### config.mk
export PLATFORM = sky130hd
export DESIGN_NAME = fos_apb_regs
export DESIGN_NICKNAME = d
export VERILOG_FILES = /design/src/sv/fos_pkg.sv /design/src/sv/fos_apb_regs.sv
export SDC_FILE = /design/constraint.sdc
export NUM_CORES = 1
export LEC_CHECK = 0
export BUFFER_PORTS_ARGS = -buffer_cell sky130_fd_sc_hd__buf_4
export CORE_UTILIZATION = 29
export DETAILED_ROUTE_END_ITERATION = 8
export GPL_TIMING_DRIVEN = 0
export MAX_ROUTING_LAYER = met4
export PLACE_DENSITY_LB_ADDON = 0.08
export RECOVER_POWER = 25
export SYNTH_ARGS = -nofsm -noshare
export SYNTH_HDL_FRONTEND = slang
export SYNTH_SLANG_ARGS = --single-unit
### constraint.sdc
create_clock -name clk -period 0.9 [get_ports clk]
set_clock_uncertainty 0.05 [all_clocks]
set_input_delay 0.18 -clock clk [delete_from_list [all_inputs] [get_ports clk]]
set_output_delay 0.18 -clock clk [all_outputs]
set_load 0.02 [all_outputs]
### src/sv/fos_pkg.sv
// ----------------------------------------------------------------------------
// fos_pkg
// Shared types and constants of the Fenwick order-statistic core.
// ----------------------------------------------------------------------------
package fos_pkg;

  // Default sizing of the count tree.
  localparam int unsigned DEPTH_DEF       = 1024;
  localparam int unsigned LOG_DEPTH_DEF   = 10;
  localparam int unsigned COUNT_WIDTH_DEF = 20;

  // Fixed field widths of the beats.
  localparam int unsigned VALUE_W  = 10;
  localparam int unsigned RANK_W   = 20;
  localparam int unsigned TOTAL_W  = 20;
  localparam int unsigned DOMAIN_W = 11;

  // Register file.
  localparam int unsigned CFG_ADDR_W = 3;
  localparam int unsigned CFG_DATA_W = 32;
  localparam logic [DOMAIN_W-1:0] DOMAIN_RESET = 11'd1024;

  typedef enum logic [0:0] {
    REG_DOMAIN_SIZE = 1'b0
  } reg_idx_t;

  typedef enum logic [0:0] {
    OP_INSERT = 1'b0,
    OP_QUERY  = 1'b1
  } op_t;

  typedef enum logic [1:0] {
    STAT_OK     = 2'd0,
    STAT_DOMAIN = 2'd1,
    STAT_RANK   = 2'd2,
    STAT_FULL   = 2'd3
  } status_t;

  typedef enum logic [2:0] {
    ST_CLEAR,
    ST_IDLE,
    ST_INS,
    ST_QRY,
    ST_FIN
  } eng_state_t;

  typedef struct packed {
    status_t              status;
    logic [VALUE_W-1:0]   kth_value;
    logic [TOTAL_W-1:0]   total_count;
  } result_t;

endpackage

### src/sv/fos_apb_regs.sv
// ----------------------------------------------------------------------------
// fos_apb_regs
// APB register file; holds the domain size register.
// ----------------------------------------------------------------------------
module fos_apb_regs (
  input  logic                            clk,
  input  logic                            rst_n,
  input  logic                            psel,
  input  logic                            penable,
  input  logic                            pwrite,
  input  logic [fos_pkg::CFG_ADDR_W-1:0]  paddr,
  input  logic [fos_pkg::CFG_DATA_W-1:0]  pwdata,
  output logic [fos_pkg::CFG_DATA_W-1:0]  prdata,
  output logic                            pready,
  output logic [fos_pkg::DOMAIN_W-1:0]    domain_size
);

  logic [fos_pkg::DOMAIN_W-1:0] domain_r;
  logic [fos_pkg::DOMAIN_W-1:0] domain_nxt;
  logic                         hit_domain;

  // Word index sits above the byte offset.
  assign hit_domain = (paddr[2] == fos_pkg::REG_DOMAIN_SIZE);
  assign pready     = 1'b1;

  always_comb begin
    domain_nxt = domain_r;
    if (psel && penable && pwrite && hit_domain) begin
      domain_nxt = pwdata[fos_pkg::DOMAIN_W-1:0];
    end
  end

  always_ff @(posedge clk) begin
    if (!rst_n) begin
      domain_r <= fos_pkg::DOMAIN_RESET;
    end else begin
      domain_r <= domain_nxt;
    end
  end

  assign prdata      = hit_domain ? fos_pkg::CFG_DATA_W'(domain_r) : '0;
  assign domain_size = domain_r;

endmodule

==> results of run 1 <==
[per-stage QoR]
| step | cell area (um2) | instances | total power [mW] | hold WS, ns |
|---|---|---|---|---|
| floorplan | 858.3 | 104 | 0.7724 | 0.2722 |
| global placement | 1179 | 170 | 0.8681 | 0.3910 |
| detailed placement | 1179 | 170 | 0.8714 | 0.3985 |
| CTS | 1308 | 175 | 1.226 | 0.1047 |
| global route | 1359 | 181 | 1.291 | 0.1048 |
| finish | 1359 | 181 | 1.222 | 0.1088 |
[critical path, cell delays in order, from the launching register on]
cell and delay, ns:
dfxtp_2 0.32, and2b_2 0.19, buf_6 0.12
[routing by layer]
layer / routed length (um) / part of all wire / global-route usage / up-vias
li1: - / - / - / 353
met1: 691 / 0.40 / 0.1283 / 294
met2: 875 / 0.51 / 0.1991 / 32
met3: 114 / 0.067 / 0.04762 / 2
met4: 29 / 0.017 / 0.06757 / 0
met5: 0 / 0 / - / -
[logic make-up after synthesis]
family / synth area share
mux: 0.1558
other cells: 0.01062
buf+inv: 0.2796
simple gates: 0.2425
flops: 0.3115
[area by class of cell]
| cell class | count | share of cell area |
|---|---|---|
| buffer | 26 | 0.1409 |
| tap | 28 | 0.02578 |
| timing repair buffer | 45 | 0.3177 |
| multi-input combinational | 67 | 0.3241 |
| sequential | 11 | 0.1722 |
| clock buffer | 4 | 0.01934 |
[placed cells by master, fill, tap and decap left out, drive strengths merged]
cell type,n
dfxtp,11
buf,69
clkbuf,6
nor2b,12
conb,22
and4b,1
nand2,20
mux2i,11
and2b,1
[worst max-delay path by stage]
stage | from | to | slack (ns) | cells after the start
floorplan | paddr[2] | domain_size[0]$_SDFFE_PN0P_ | -0.02 | 3
global placement | paddr[2] | prdata[0] | -0.27 | 4
detailed placement | paddr[2] | prdata[2] | -0.28 | 4
CTS | domain_size[8]$_SDFFE_PN0P_ | prdata[8] | -0.23 | 2
global route | domain_size[8]$_SDFFE_PN0P_ | prdata[8] | -0.26 | 2
finish | domain_size[8]$_SDFFE_PN0P_ | prdata[8] | -0.22 | 2
[what timing repair did]
item                                    in CTS  in global routing
hold buffers                                 0                  0
resized for setup                           33                  4
endpoints found under the setup margin      22                 22
buffers inserted                             1                  6
[power by group]
part | internal, mW | switching (mW) | leakage, nW
Combinational | 0.189 | 0.192 | 0.559
Clock | 0.172 | 0.162 | 0.0150
Sequential | 0.499 | 0.00922 | 0.0935
==> run summary, run 1 <==
Outcome -> finished, violations left
Failing checks -> negative setup slack
WL per Instance -> 9.448 um
Max cap viols -> 0
Max VDD drop -> 1.034 mV
Yosys warns -> 0
Final Max Slew Viols -> 0
Full die area -> 2639 um2
Post-route ant nets -> 0
Via/cell ratio -> 3.762
Final worst setup slack -> -0.2203 ns
Die height -> 51.37 um
Cells on worst reg2reg path -> 4
Post-Route Utilization -> 0.6027
CTS tree -> built
Final HPWL DP -> 1217 um
N_diodes -> 0
Overall Global Routing Usage -> 0.1233
Top cells by count, synth -> 22 x buf_4, 20 x nand2_1, 12 x nor2b_1
Routed wire length -> 1710 um
Area of the multi-input gates -> 440.4 um2
Layout area overhead -> 92.21%
Hold Path End -> domain_size[7]$_SDFFE_PN0P_
DIE WIDTH -> 51.37 um
Final hold vios -> 0
Clk pin slew, worst setup/hold paths -> 0.07 ns
CTS buffer count -> 3
Vias in the first global route -> 514
Seq cells post-synth -> 11
Crit path kind -> flip-flop to primary output
Iter 0 DRT Violations -> 3
# port buffers -> 38
Max FO, Critical Path -> 2
P per Cell Area -> 899.6 nW/um2
CP Launch Type -> flip-flop
Worst slack at placement -> -0.2789 ns
Io pins -> 84
Drt first pass iters -> 3
FILL cells -> 199
Post-synth top area share -> 0.3115
Synth Flop Type -> dfxtp_1
Cell leakage power -> 0.6675 nW
First-pass GRT wire length -> 2263 um
Rel. slew slack -> 0.6637
Sequential area share after synthesis -> 0.3115
Hold WC Path Type -> input pin to flip-flop
Tmin final -> 1.120 ns
RSZ-0062 raised after global routing -> true
Area contributors post-synth -> dfxtp_1 31%, buf_4 23%, mux2i_1 16%, nand2_1 11%, nor2b_1 11%
Mapped cell area -> 706.9 um2
Worst-Skew Late Latency -> 0.27 ns
Final setup vio count -> 22
Gr ovfl total -> 0
Final #Nets -> 194
Fmax -> 892.6 MHz
Post-synth cell types -> 11
Setup crit end kind -> primary output
Final cycle utilization of the critical path -> 1.245
Vias -> 681
Max reg flops -> 11
Register Area -> 234.0 um2
Core box area -> 2255 um2
Largest net degree at the start of global routing -> 11
Root Buffer Master -> clkbuf_4
Post-synth EDFFs -> 0
Worst r2r src -> domain_size[1]$_SDFFE_PN0P_
Row Count -> 17
RR Endpoint -> domain_size[1]$_SDFFE_PN0P_
Leading area contributor after synthesis -> dfxtp_1
TNS Setup -> -3.228 ns
Initial cell density of the core -> 0.3135
Total clock sinks -> 11
Hold Crit Start -> pwdata[7]
DRC errors left -> 0
Layout cells sized above 1 -> 0.6209
Top-count cell post-synth -> buf_4
GP Congestion -> 0.5637
Async SR Flop Fraction -> 0
Avg Cell Area, Syn -> 8.416 um2
H-tree levels -> 1
Cells on Worst Hold Path -> 3
Arrival @ worst endpoint -> 0.89 ns
Initial antenna violation count -> 0
Worst-margin pin slew -> 0.5044 ns
Critical Path RT -> 0.67 ns
Syn Inst Count -> 84
Clock Path Buffers -> 2
R2r setup slk -> 0.08 ns
Power figures use the tool's default switching activity.
==> inputs of run 2 (changes only) <==
--- a/config.mk
+++ b/config.mk
@@ -12,6 +12,7 @@
 export MAX_ROUTING_LAYER = met4
 export PLACE_DENSITY_LB_ADDON = 0.08
 export RECOVER_POWER = 25
+export SETUP_SLACK_MARGIN = 0.05
 export SYNTH_ARGS = -nofsm -noshare
 export SYNTH_HDL_FRONTEND = slang
 export SYNTH_SLANG_ARGS = --single-unit
==> run summary, run 2 (synthesis results as in run 1) <==
Die height -> 51.37 um (unchanged)
# port buffers -> 38 (unchanged)
Worst hold margin -> 0.1105 ns (was 0.1088 ns)
Initial antenna violation count -> 0 (unchanged)
Drt first pass iters -> 1 (was 3)
Failing checks -> negative setup slack (unchanged)
GP Congestion -> 0.5637 (unchanged)
Iter 0 DRT Violations -> 0 (was 3)
P per Cell Area -> 883.6 nW/um2 (was 899.6 nW/um2)
Vias -> 679 (was 681)
Io pins -> 84 (unchanged)
Most common cell after layout, fill and taps aside -> buf_4 (unchanged)
Full die area -> 2639 um2 (unchanged)
Final HPWL DP -> 1217 um (unchanged)
Cell leakage power -> 0.6891 nW (was 0.6675 nW)
Post-Route Utilization -> 0.6149 (was 0.6027)
RR Endpoint -> domain_size[1]$_SDFFE_PN0P_ (unchanged)
Final hold vios -> 0 (unchanged)
Worst r2r src -> domain_size[1]$_SDFFE_PN0P_ (unchanged)
Largest net degree at the start of global routing -> 11 (unchanged)
Critical Path End -> prdata[8] (unchanged)
Via/cell ratio -> 3.710 (was 3.762)
First-pass GRT wire length -> 2263 um (unchanged)
N_diodes -> 0 (unchanged)
Crit path kind -> flip-flop to primary output (unchanged)
Setup crit end kind -> primary output (unchanged)
H-tree levels -> 1 (unchanged)
Clock Path Buffers -> 2 (unchanged)
Total power -> 1.225 mW (was 1.222 mW)
CP Launch Type -> flip-flop (unchanged)
Root Buffer Master -> clkbuf_4 (unchanged)
Worst-Skew Late Latency -> 0.26 ns (was 0.27 ns)
Hold WC Path Type -> input pin to flip-flop (unchanged)
DIE WIDTH -> 51.37 um (unchanged)
Max VDD drop -> 1.020 mV (was 1.034 mV)
Critical path origin -> domain_size[8]$_SDFFE_PN0P_ (unchanged)
Critical Path RT -> 0.67 ns (about the same)
Vias in the first global route -> 514 (unchanged)
CTS tree -> built (unchanged)
CTS buffer count -> 3 (unchanged)
Commonest cells after routing, fill and taps aside -> 43 x buf_4, 26 x buf_6, 22 x conb_1, 20 x nand2_1 (unchanged)
Max reg flops -> 11 (unchanged)
Initial cell density of the core -> 0.3135 (unchanged)
Tmin final -> 1.116 ns (was 1.120 ns)
Cells on worst reg2reg path -> 4 (unchanged)
Final Max Slew Viols -> 0 (unchanged)
Gr ovfl total -> 0 (unchanged)
Final worst setup slack -> -0.2156 ns (was -0.2203 ns)
Arrival @ worst endpoint -> 0.89 ns (about the same)
Final cycle utilization of the critical path -> 1.240 (was 1.245)
R2r setup slk -> 0.08 ns (about the same)
Core box area -> 2255 um2 (unchanged)
Layout area overhead -> 96.11% (was 92.21%)
Clk pin slew, worst setup/hold paths -> 0.07 ns (about the same)
Row Count -> 17 (unchanged)
Post-route ant nets -> 0 (unchanged)
Overall Global Routing Usage -> 0.1233 (unchanged)
Max FO, Critical Path -> 2 (unchanged)
RSZ-0062 raised after global routing -> true (unchanged)
Layout cells sized above 1 -> 0.6258 (was 0.6209)
WL per Instance -> 9.546 um (was 9.448 um)
Final #Nets -> 196 (was 194)
Fmax -> 896.4 MHz (was 892.6 MHz)
Final setup vio count -> 22 (unchanged)
DRC errors left -> 0 (unchanged)
Outcome -> finished, violations left (unchanged)
Total clock sinks -> 11 (unchanged)
Max cap viols -> 0 (unchanged)
Routed wire length -> 1747 um (was 1710 um)
-- run 2: cell count changes in the layout (fill, tap and decap cells not counted) --
cell       change
and4b_4        -1
buf_2          +1
clkbuf_1       -1
clkbuf_16      +1
clkbuf_2       +1
and4b_1        +1
-- run 2: worst min-delay path by stage --
stage,startpoint,to,slack [ns],cells after the start
floorplan,pwdata[8],domain_size[8]$_SDFFE_PN0P_,0.27,2
global placement,pwdata[7],domain_size[7]$_SDFFE_PN0P_,0.39,3
detailed placement,pwdata[4],domain_size[4]$_SDFFE_PN0P_,0.40,3
CTS,pwdata[7],domain_size[7]$_SDFFE_PN0P_,0.10,3
global route,pwdata[2],domain_size[2]$_SDFFE_PN0P_,0.11,3
finish,pwdata[2],domain_size[2]$_SDFFE_PN0P_,0.11,3
-- run 2: worst max-delay path: stages (launching register included) --
cell and delay, ns:
dfxtp_2 0.32, and2b_2 0.19, buf_6 0.12
-- run 2: through the flow --
stage | setup TNS, ns | area, um2 | std cells | setup slack, ns
2_1_floorplan | -0.3208 | 858.3 | 104 | -0.02295
5_1_grt | -4.249 | 1386 | 183 | -0.2543
6_report | -3.169 | 1386 | 183 | -0.2156
4_1_cts | -3.233 | 1308 | 175 | -0.2308
3_3_place_gp | -4.561 | 1179 | 170 | -0.2731
3_5_place_dp | -4.773 | 1179 | 170 | -0.2789
-- run 2: report_power, final --
group / total (mW) / switching (mW) / internal, mW
logic: 0.387 / 0.192 / 0.195
registers: 0.509 / 0.00923 / 0.499
clock network: 0.330 / 0.158 / 0.171
-- run 2: repair_timing --
item,4_1_cts,5_1_grt
hold buffers,0,0
setup buffers,1,7
gates cloned,0,1
gates resized for setup,33,7
setup endpoints to repair,22,25
-- run 2: metal layers --
layer | vias to the layer above | share of wire | track usage | wire [um]
met1 | 287 | 0.42 | 0.1283 | 730
met4 | 0 | 0.015 | 0.06757 | 27
met5 | - | 0 | - | 0
li1 | 358 | - | - | -
met2 | 32 | 0.50 | 0.1991 | 877
met3 | 2 | 0.063 | 0.04762 | 110
-- run 2: layout make-up --
type                    count  area, um2
fillers                   202      868.3
repair buffers             47      467.9
multi-input cells          67      436.7
flip-flops and latches     11      234.0
plain buffers              26      186.4
well taps                  28      35.03
clock buffers               4      26.28
