**config.mk**
```make
export PLATFORM = sky130hd
export DESIGN_NAME = fos_engine
export DESIGN_NICKNAME = d
export VERILOG_FILES = /design/src/sv/fos_pkg.sv /design/src/sv/fos_engine.sv
export SDC_FILE = /design/constraint.sdc
export NUM_CORES = 1
export LEC_CHECK = 0
export ABC_AREA = 1
export BUFFER_PORTS_ARGS = -buffer_cell sky130_fd_sc_hd__buf_2
export CORE_MARGIN = 10
export CORE_UTILIZATION = 60
export DETAILED_ROUTE_END_ITERATION = 6
export GPL_TIMING_DRIVEN = 0
export PLACE_DENSITY = 0.84
export SYNTH_ARGS = -nofsm -noshare
export SYNTH_HDL_FRONTEND = slang
export SYNTH_SLANG_ARGS = --single-unit
```
**constraint.sdc**
```tcl
create_clock -name clk -period 28.3 [get_ports clk]
set_input_delay 7.075 -clock clk [delete_from_list [all_inputs] [get_ports clk]]
set_output_delay 7.075 -clock clk [all_outputs]
set_load 0.02 [all_outputs]
```
**src/sv/fos_pkg.sv**
```systemverilog
// ----------------------------------------------------------------------------
// fos_pkg
// Shared types and constants of the Fenwick order-statistic core.
// ----------------------------------------------------------------------------
package fos_pkg;

  // Default sizing of the count tree.
  localparam int unsigned DEPTH_DEF       = 1024;
  localparam int unsigned LOG_DEPTH_DEF   = 10;
  localparam int unsigned COUNT_WIDTH_DEF = 20;

  // Fixed field widths of the beats.
  localparam int unsigned VALUE_W  = 10;
  localparam int unsigned RANK_W   = 20;
  localparam int unsigned TOTAL_W  = 20;
  localparam int unsigned DOMAIN_W = 11;

  // Register file.
  localparam int unsigned CFG_ADDR_W = 3;
  localparam int unsigned CFG_DATA_W = 32;
  localparam logic [DOMAIN_W-1:0] DOMAIN_RESET = 11'd1024;

  typedef enum logic [0:0] {
    REG_DOMAIN_SIZE = 1'b0
  } reg_idx_t;

  typedef enum logic [0:0] {
    OP_INSERT = 1'b0,
    OP_QUERY  = 1'b1
  } op_t;

  typedef enum logic [1:0] {
    STAT_OK     = 2'd0,
    STAT_DOMAIN = 2'd1,
    STAT_RANK   = 2'd2,
    STAT_FULL   = 2'd3
  } status_t;

  typedef enum logic [2:0] {
    ST_CLEAR,
    ST_IDLE,
    ST_INS,
    ST_QRY,
    ST_FIN
  } eng_state_t;

  typedef struct packed {
    status_t              status;
    logic [VALUE_W-1:0]   kth_value;
    logic [TOTAL_W-1:0]   total_count;
  } result_t;

endpackage

```
**src/sv/fos_engine.sv**
```systemverilog
// ----------------------------------------------------------------------------
// fos_engine
// Sequencer for insert, k-th smallest search and the post-reset clear.
// ----------------------------------------------------------------------------
module fos_engine #(
  parameter int unsigned DEPTH       = fos_pkg::DEPTH_DEF,
  parameter int unsigned LOG_DEPTH   = fos_pkg::LOG_DEPTH_DEF,
  parameter int unsigned COUNT_WIDTH = fos_pkg::COUNT_WIDTH_DEF
) (
  input  logic                          clk,
  input  logic                          rst_n,
  input  logic [fos_pkg::DOMAIN_W-1:0]  domain_i,
  input  logic                          start_i,
  input  logic                          op_i,
  input  logic [fos_pkg::VALUE_W-1:0]   value_i,
  input  logic [fos_pkg::RANK_W-1:0]    rank_i,
  input  logic                          out_free_i,
  output logic                          idle_o,
  output logic                          done_o,
  output fos_pkg::result_t              result_o,
  output logic                          rd_en_o,
  output logic [$clog2(DEPTH)-1:0]      rd_addr_o,
  input  logic [COUNT_WIDTH-1:0]        rd_data_i,
  output logic                          wr_en_o,
  output logic [$clog2(DEPTH)-1:0]      wr_addr_o,
  output logic [COUNT_WIDTH-1:0]        wr_data_o
);

  localparam int unsigned AW = $clog2(DEPTH);
  localparam int unsigned CW = COUNT_WIDTH;
  localparam int unsigned XW = (LOG_DEPTH + 2 > fos_pkg::DOMAIN_W + 1) ?
                               LOG_DEPTH + 2 : fos_pkg::DOMAIN_W + 1;
  localparam int unsigned KW = (CW > fos_pkg::RANK_W) ? CW : fos_pkg::RANK_W;
  localparam int unsigned BW = $clog2(LOG_DEPTH + 1);

  fos_pkg::eng_state_t state_r, state_nxt;

  logic [AW-1:0]               clr_r, clr_nxt;
  logic [CW-1:0]               cnt_r, cnt_nxt;
  logic [XW-1:0]               pos_r, pos_nxt;
  logic [KW-1:0]               below_r, below_nxt;
  logic [KW-1:0]               k_r, k_nxt;
  logic [BW-1:0]               bit_r, bit_nxt;
  logic                        last_r, last_nxt;
  logic                        pend_r, pend_nxt;
  logic [XW-1:0]               cand_r, cand_nxt;
  logic [XW-1:0]               ipos_r, ipos_nxt;
  logic                        wpend_r, wpend_nxt;
  logic [AW-1:0]               waddr_r, waddr_nxt;
  fos_pkg::status_t            status_r, status_nxt;
  logic [fos_pkg::VALUE_W-1:0] kth_r, kth_nxt;

  logic [XW-1:0] dom_eff;
  logic          ins_bad_dom;
  logic          ins_full;
  logic [KW-1:0] k_ext;
  logic          q_bad;
  logic [KW:0]   sum;
  logic          take;
  logic [XW-1:0] pos_now;
  logic [KW-1:0] below_now;
  logic [XW-1:0] cand;
  logic          cand_ok;
  logic          ipos_in;
  logic [XW-1:0] ipos_step;

  // Effective domain and per-step arithmetic of the insert and search walks.
  always_comb begin
    dom_eff     = (XW'(domain_i) > XW'(DEPTH)) ? XW'(DEPTH) : XW'(domain_i);
    ins_bad_dom = (XW'(value_i) >= dom_eff);
    ins_full    = &cnt_r;
    k_ext       = KW'(rank_i);
    q_bad       = (k_ext == '0) || (k_ext > KW'(cnt_r));
    // The search only advances while the prefix stays below k.
    sum         = {1'b0, below_r} + (KW + 1)'(rd_data_i);
    take        = pend_r && (sum < {1'b0, k_r});
    pos_now     = take ? cand_r : pos_r;
    below_now   = take ? sum[KW-1:0] : below_r;
    cand        = pos_now | (XW'(1) << bit_r);
    cand_ok     = (cand <= dom_eff);
    ipos_in     = (ipos_r <= XW'(DEPTH));
    ipos_step   = ipos_r + (ipos_r & XW'(~ipos_r + XW'(1)));
  end

  // Next state.
  always_comb begin
    state_nxt = state_r;
    unique case (state_r)
      fos_pkg::ST_CLEAR: begin
        if (clr_r == AW'(DEPTH - 1)) begin
          state_nxt = fos_pkg::ST_IDLE;
        end
      end
      fos_pkg::ST_IDLE: begin
        if (start_i) begin
          if (op_i == fos_pkg::OP_INSERT) begin
            state_nxt = (ins_bad_dom || ins_full) ? fos_pkg::ST_FIN : fos_pkg::ST_INS;
          end else begin
            state_nxt = q_bad ? fos_pkg::ST_FIN : fos_pkg::ST_QRY;
          end
        end
      end
      fos_pkg::ST_INS: begin
        if (!ipos_in) begin
          state_nxt = fos_pkg::ST_FIN;
        end
      end
      fos_pkg::ST_QRY: begin
        if (last_r) begin
          state_nxt = fos_pkg::ST_FIN;
        end
      end
      fos_pkg::ST_FIN: begin
        if (out_free_i) begin
          state_nxt = fos_pkg::ST_IDLE;
        end
      end
      default: begin
        state_nxt = fos_pkg::ST_CLEAR;
      end
    endcase
  end

  // Datapath and memory port control.
  always_comb begin
    clr_nxt    = clr_r;
    cnt_nxt    = cnt_r;
    pos_nxt    = pos_r;
    below_nxt  = below_r;
    k_nxt      = k_r;
    bit_nxt    = bit_r;
    last_nxt   = last_r;
    pend_nxt   = pend_r;
    cand_nxt   = cand_r;
    ipos_nxt   = ipos_r;
    wpend_nxt  = wpend_r;
    waddr_nxt  = waddr_r;
    status_nxt = status_r;
    kth_nxt    = kth_r;
    idle_o     = 1'b0;
    done_o     = 1'b0;
    rd_en_o    = 1'b0;
    rd_addr_o  = '0;
    wr_en_o    = 1'b0;
    wr_addr_o  = '0;
    wr_data_o  = '0;
    unique case (state_r)
      fos_pkg::ST_CLEAR: begin
        wr_en_o   = 1'b1;
        wr_addr_o = clr_r;
        clr_nxt   = AW'(clr_r + AW'(1));
      end
      fos_pkg::ST_IDLE: begin
        idle_o = 1'b1;
        if (start_i) begin
          kth_nxt = '0;
          if (op_i == fos_pkg::OP_INSERT) begin
            wpend_nxt = 1'b0;
            ipos_nxt  = XW'(value_i) + XW'(1);
            if (ins_bad_dom) begin
              status_nxt = fos_pkg::STAT_DOMAIN;
            end else if (ins_full) begin
              status_nxt = fos_pkg::STAT_FULL;
            end else begin
              status_nxt = fos_pkg::STAT_OK;
              cnt_nxt    = cnt_r + CW'(1);
            end
          end else begin
            k_nxt      = k_ext;
            pos_nxt    = '0;
            below_nxt  = '0;
            bit_nxt    = BW'(LOG_DEPTH);
            last_nxt   = 1'b0;
            pend_nxt   = 1'b0;
            status_nxt = q_bad ? fos_pkg::STAT_RANK : fos_pkg::STAT_OK;
          end
        end
      end
      fos_pkg::ST_INS: begin
        // Write back the entry read last cycle while reading the next one.
        if (wpend_r) begin
          wr_en_o   = 1'b1;
          wr_addr_o = waddr_r;
          wr_data_o = rd_data_i + CW'(1);
        end
        if (ipos_in) begin
          rd_en_o   = 1'b1;
          rd_addr_o = AW'(ipos_r - XW'(1));
          waddr_nxt = AW'(ipos_r - XW'(1));
          wpend_nxt = 1'b1;
          ipos_nxt  = ipos_step;
        end else begin
          wpend_nxt = 1'b0;
        end
      end
      fos_pkg::ST_QRY: begin
        pos_nxt   = pos_now;
        below_nxt = below_now;
        if (last_r) begin
          pend_nxt = 1'b0;
          if (pos_now >= dom_eff) begin
            status_nxt = fos_pkg::STAT_RANK;
          end else begin
            kth_nxt = fos_pkg::VALUE_W'(pos_now);
          end
        end else begin
          if (cand_ok) begin
            rd_en_o   = 1'b1;
            rd_addr_o = AW'(cand - XW'(1));
            pend_nxt  = 1'b1;
            cand_nxt  = cand;
          end else begin
            pend_nxt = 1'b0;
          end
          if (bit_r == '0) begin
            last_nxt = 1'b1;
          end else begin
            bit_nxt = bit_r - BW'(1);
          end
        end
      end
      fos_pkg::ST_FIN: begin
        done_o = out_free_i;
      end
      default: begin
      end
    endcase
  end

  always_ff @(posedge clk) begin
    if (!rst_n) begin
      state_r <= fos_pkg::ST_CLEAR;
      clr_r   <= '0;
      cnt_r   <= '0;
      pend_r  <= 1'b0;
      wpend_r <= 1'b0;
      last_r  <= 1'b0;
    end else begin
      state_r <= state_nxt;
      clr_r   <= clr_nxt;
      cnt_r   <= cnt_nxt;
      pend_r  <= pend_nxt;
      wpend_r <= wpend_nxt;
      last_r  <= last_nxt;
    end
  end

  always_ff @(posedge clk) begin
    pos_r    <= pos_nxt;
    below_r  <= below_nxt;
    k_r      <= k_nxt;
    bit_r    <= bit_nxt;
    cand_r   <= cand_nxt;
    ipos_r   <= ipos_nxt;
    waddr_r  <= waddr_nxt;
    status_r <= status_nxt;
    kth_r    <= kth_nxt;
  end

  assign result_o = '{status:      status_r,
                      kth_value:   kth_r,
                      total_count: fos_pkg::TOTAL_W'(cnt_r)};

  // The read-modify-write overlap never touches one entry from both ports.
  a_no_rw_same_entry: assert property (@(posedge clk) disable iff (!rst_n)
    (wr_en_o && rd_en_o) |-> (wr_addr_o != rd_addr_o))
    else $error("read and write of the same tree entry in one cycle");

  // The element count only ever steps up by one.
  a_count_step: assert property (@(posedge clk) disable iff (!rst_n)
    ($past(rst_n) && (cnt_r != $past(cnt_r))) |-> (cnt_r == CW'($past(cnt_r) + 1'b1)))
    else $error("element count changed by other than one");

  // Tree writes happen only while clearing or inserting.
  a_write_phase: assert property (@(posedge clk) disable iff (!rst_n)
    wr_en_o |-> ((state_r == fos_pkg::ST_CLEAR) || (state_r == fos_pkg::ST_INS)))
    else $error("tree write outside clear or insert");

  // No insert write-back is left behind when a new item can be taken.
  a_idle_drained: assert property (@(posedge clk) disable iff (!rst_n)
    (state_r == fos_pkg::ST_IDLE) |-> !wpend_r)
    else $error("pending tree write while idle");

endmodule

```
==> results.md <==
* Status: finished clean
* Critical Path AT at 13.70 ns
* Total wire length at 26100 um
* Slew HR at 14.6%
* Core Region at 0.0161 sq mm
* Clk_lat worst skew at 0.43 ns
* Clk buf depth at 2
* Hold Crit Class: reg2reg
* Overall routing resource usage at 23.7%
* Synthesis Warnings at 0
* Largest family of logic cells by synthesized area: simple AND/OR/NAND/NOR gates
* Simple-Gate Fraction of Synth Area at 22.5%
* Vias after detailed routing at 9095
* Grt ovf at 0
* Final slew viol count at 0
* Critical Path Source Type: input pin
* Post-Syn Area at 0.00994 sq mm
* Storage cell area at 0.00378 sq mm
* Final net count at 1591
* RSZ-0062 raised after global routing: no
* Post-synth top area cell: edfxtp_1
* Critical path class: in2out
* Design Power at 652 uW
* Multi-input gate area at 0.00523 sq mm
* Syn_area_per_cell at 7.92 sq um
* DRC viols at 0
* Vias in the first global route at 8937
* Die area at 0.0221 sq mm
* Port Buffers at 141
* First-pass GRT wire length at 42800 um
* Number of synthesized register bits at 138
* Sequential share of the synthesized area at 38.1%
* Synth Net Count at 1429
* Final GP Congestion at 0.909
* CTS root buf: clkbuf_16
* Initial core utilization at 61.9%
* Clock-pin slew on the worst setup and hold paths at 0.06 ns
* Leakage at 5.38 nW
* Synth Area in Compound Gates at 13.2%
* Commonest cells post-synth: nand2_1 (229), inv_1 (214), nor2_1 (134), ha_1 (107), edfxtp_1 (102)
* Avg WL per Cell at 15.9 um
* Top delay family on crit path: compound AO/OA/AOI/OAI gates
* Slew @ Worst Pin at 1.28 ns
* Placed wire-length estimate at 20600 um
* Worst vdd ir at 0.0511 mV
* Slowest CP cell: a21oi_1
* Number of distinct library cells after synthesis at 54
* 1st-pass router iterations at 7
* Max-cap viol count at 0
* Req. time, crit path at 21.22 ns
* Crit-path max FO at 13
* Final min period at 20.78 ns
* Share of cells above drive strength 1 at 16.0%
* Iter 0 DRT Violations at 694
* WHS at 0.485 ns
* Inserted Diodes at 0
* Post-synth top flop: edfxtp_1
* Syn Inst Count at 1255
* EDFF count, synth at 102
* Setup TNS at 0 ns
* Buffer count from post-CTS setup fixing at 0
* CTS tree: done
* Yosys top cell area share at 30.8%
* XOR/XNOR Fraction of Synth Area at 3.17%
* Crit path buffers/inverters at 10
* Most used cell, CP: nand2_1
* I/O pin count at 142
* DR vias/cell at 5.53
* Hold Vio Cnt, Final at 0
* Post-synthesis mux area share at 0%
* PwrDens at 56.7 mW/mm^2
* Post-DRT Antenna Nets at 0
* Post-CTS Hold Buffers at 0
* Die width at 149 um
* Synth Area in Adders at 13.7%
* Num rows at 46
* Die height at 149 um
* H-Tree Depth at 4
* Most used standard cell by instance count after synthesis: nand2_1
* Fill cells at 1286
* Async S/R FF share, synth at 0%
* Initial antenna violation count at 0
* Layout Skew at 0.00639 ns
* Largest net degree at the start of global routing at 22
* Slowest stage delay, CP at 0.97 ns
* Largest cells by area after synthesis: edfxtp_1 (31%), ha_1 (13%), nand2_1 (8.7%)
* Clk sinks at 138
* Area Growth Syn to Fin at 15.7%
* TritonCTS Buffers at 17
* FMAX at 0.0481 GHz
* Worst setup EP type: primary output
* CTS resizes at 0
* Setup violations, final at 0
* Fin crit share at 73.4%
[layer usage]
layer | track usage (%) | wire length, um | vias to the layer above
met5 | 0 | 0 | -
met4 | 9.81 | 699 | 0
met3 | 5.34 | 1900 | 58
met2 | 38.5 | 12300 | 368
met1 | 29.8 | 11300 | 4127
li1 | - | - | 4542
[flip-flops by register name (all words and copies together) (netlist names)]
| signal | flops |
|---|---|
| wpend_r | 1 |
| last_r | 1 |
| bit_r | 4 |
| cand_r | 12 |
| pend_r | 1 |
| pos_r | 12 |
| cnt_r | 20 |
| ipos_r | 12 |
| state_r | 3 |
| clr_r | 10 |
| kth_r | 10 |
| k_r | 20 |
| waddr_r | 10 |
| status_r | 2 |
| below_r | 20 |
[cells by family (layout without fill, tap and decap cells)]
| group | Yosys count | after routing |
|---|---|---|
| simple gates | 510 | 510 |
| xor+xnor | 36 | 36 |
| compound gates | 221 | 221 |
| fa+ha+maj | 108 | 108 |
| flops | 138 | 138 |
| buf+inv | 242 | 417 |
[layout make-up]
type	instances	area share, %
plain buffers	15	0.718
clock buffers	21	3.92
clock inverters	11	0.860
inverters	227	7.41
multi-input cells	875	45.5
flip-flops and latches	138	32.9
well taps	216	2.35
repair buffers	143	6.34
[path summary, 6_finish.rpt]
check	end	slack (ns)	startpoint	depth (start not counted)
worst min-delay path	cnt_r[19]$_SDFFE_PN0P_	0.49	cnt_r[19]$_SDFFE_PN0P_	2
worst max register to register	cand_r[8]$_DFFE_PP_	21.66	below_r[2]$_SDFFCE_PN0P_	39
worst min register to register	cnt_r[19]$_SDFFE_PN0P_	0.49	cnt_r[19]$_SDFFE_PN0P_	2
worst max-delay path	rd_addr_o[9]	7.52	rd_data_i[0]	37
[placed cells by master, fill, tap and decap left out, drive strengths merged, types with 33 or more instances in the layout]
cell,count
nor2,139
nand3,50
nand2,239
clkbuf,33
a21oi,101
o21ai,68
ha,107
dfxtp,36
inv,225
buf,146
nor3,39
edfxtp,102
[stage by stage]
step                instance area, sq um  setup slack (ns)  util (%)  instances
global placement                   10900              7.71      68.0       1612
global route                       11500              6.84      71.6       1646
finish                             11500              7.52      71.6       1646
detailed placement                 10900              7.67      68.2       1614
CTS                                11500              7.59      71.6       1646
floorplan                           9940              9.12         -       1255
[worst register-to-register path, delay by kind of cell, from the launching register on]
family / cells / cell delay, ns
AO/OA/AOI/OAI: 9 / 2.42
adder cells (fa/ha/maj): 3 / 0.95
buffers and inverters: 6 / 0.65
flip-flops: 1 / 0.38
AND/OR/NAND/NOR: 21 / 1.88
[report_power, final]
| group | internal, mW | switching [mW] | total, mW |
|---|---|---|---|
| clock | 0.123 | 0.0860 | 0.209 |
| combinational | 0.0616 | 0.131 | 0.193 |
| sequential | 0.242 | 0.00908 | 0.251 |
| total | 0.426 | 0.226 | 0.652 |
Note: power is estimated with default switching activity, not from simulation.
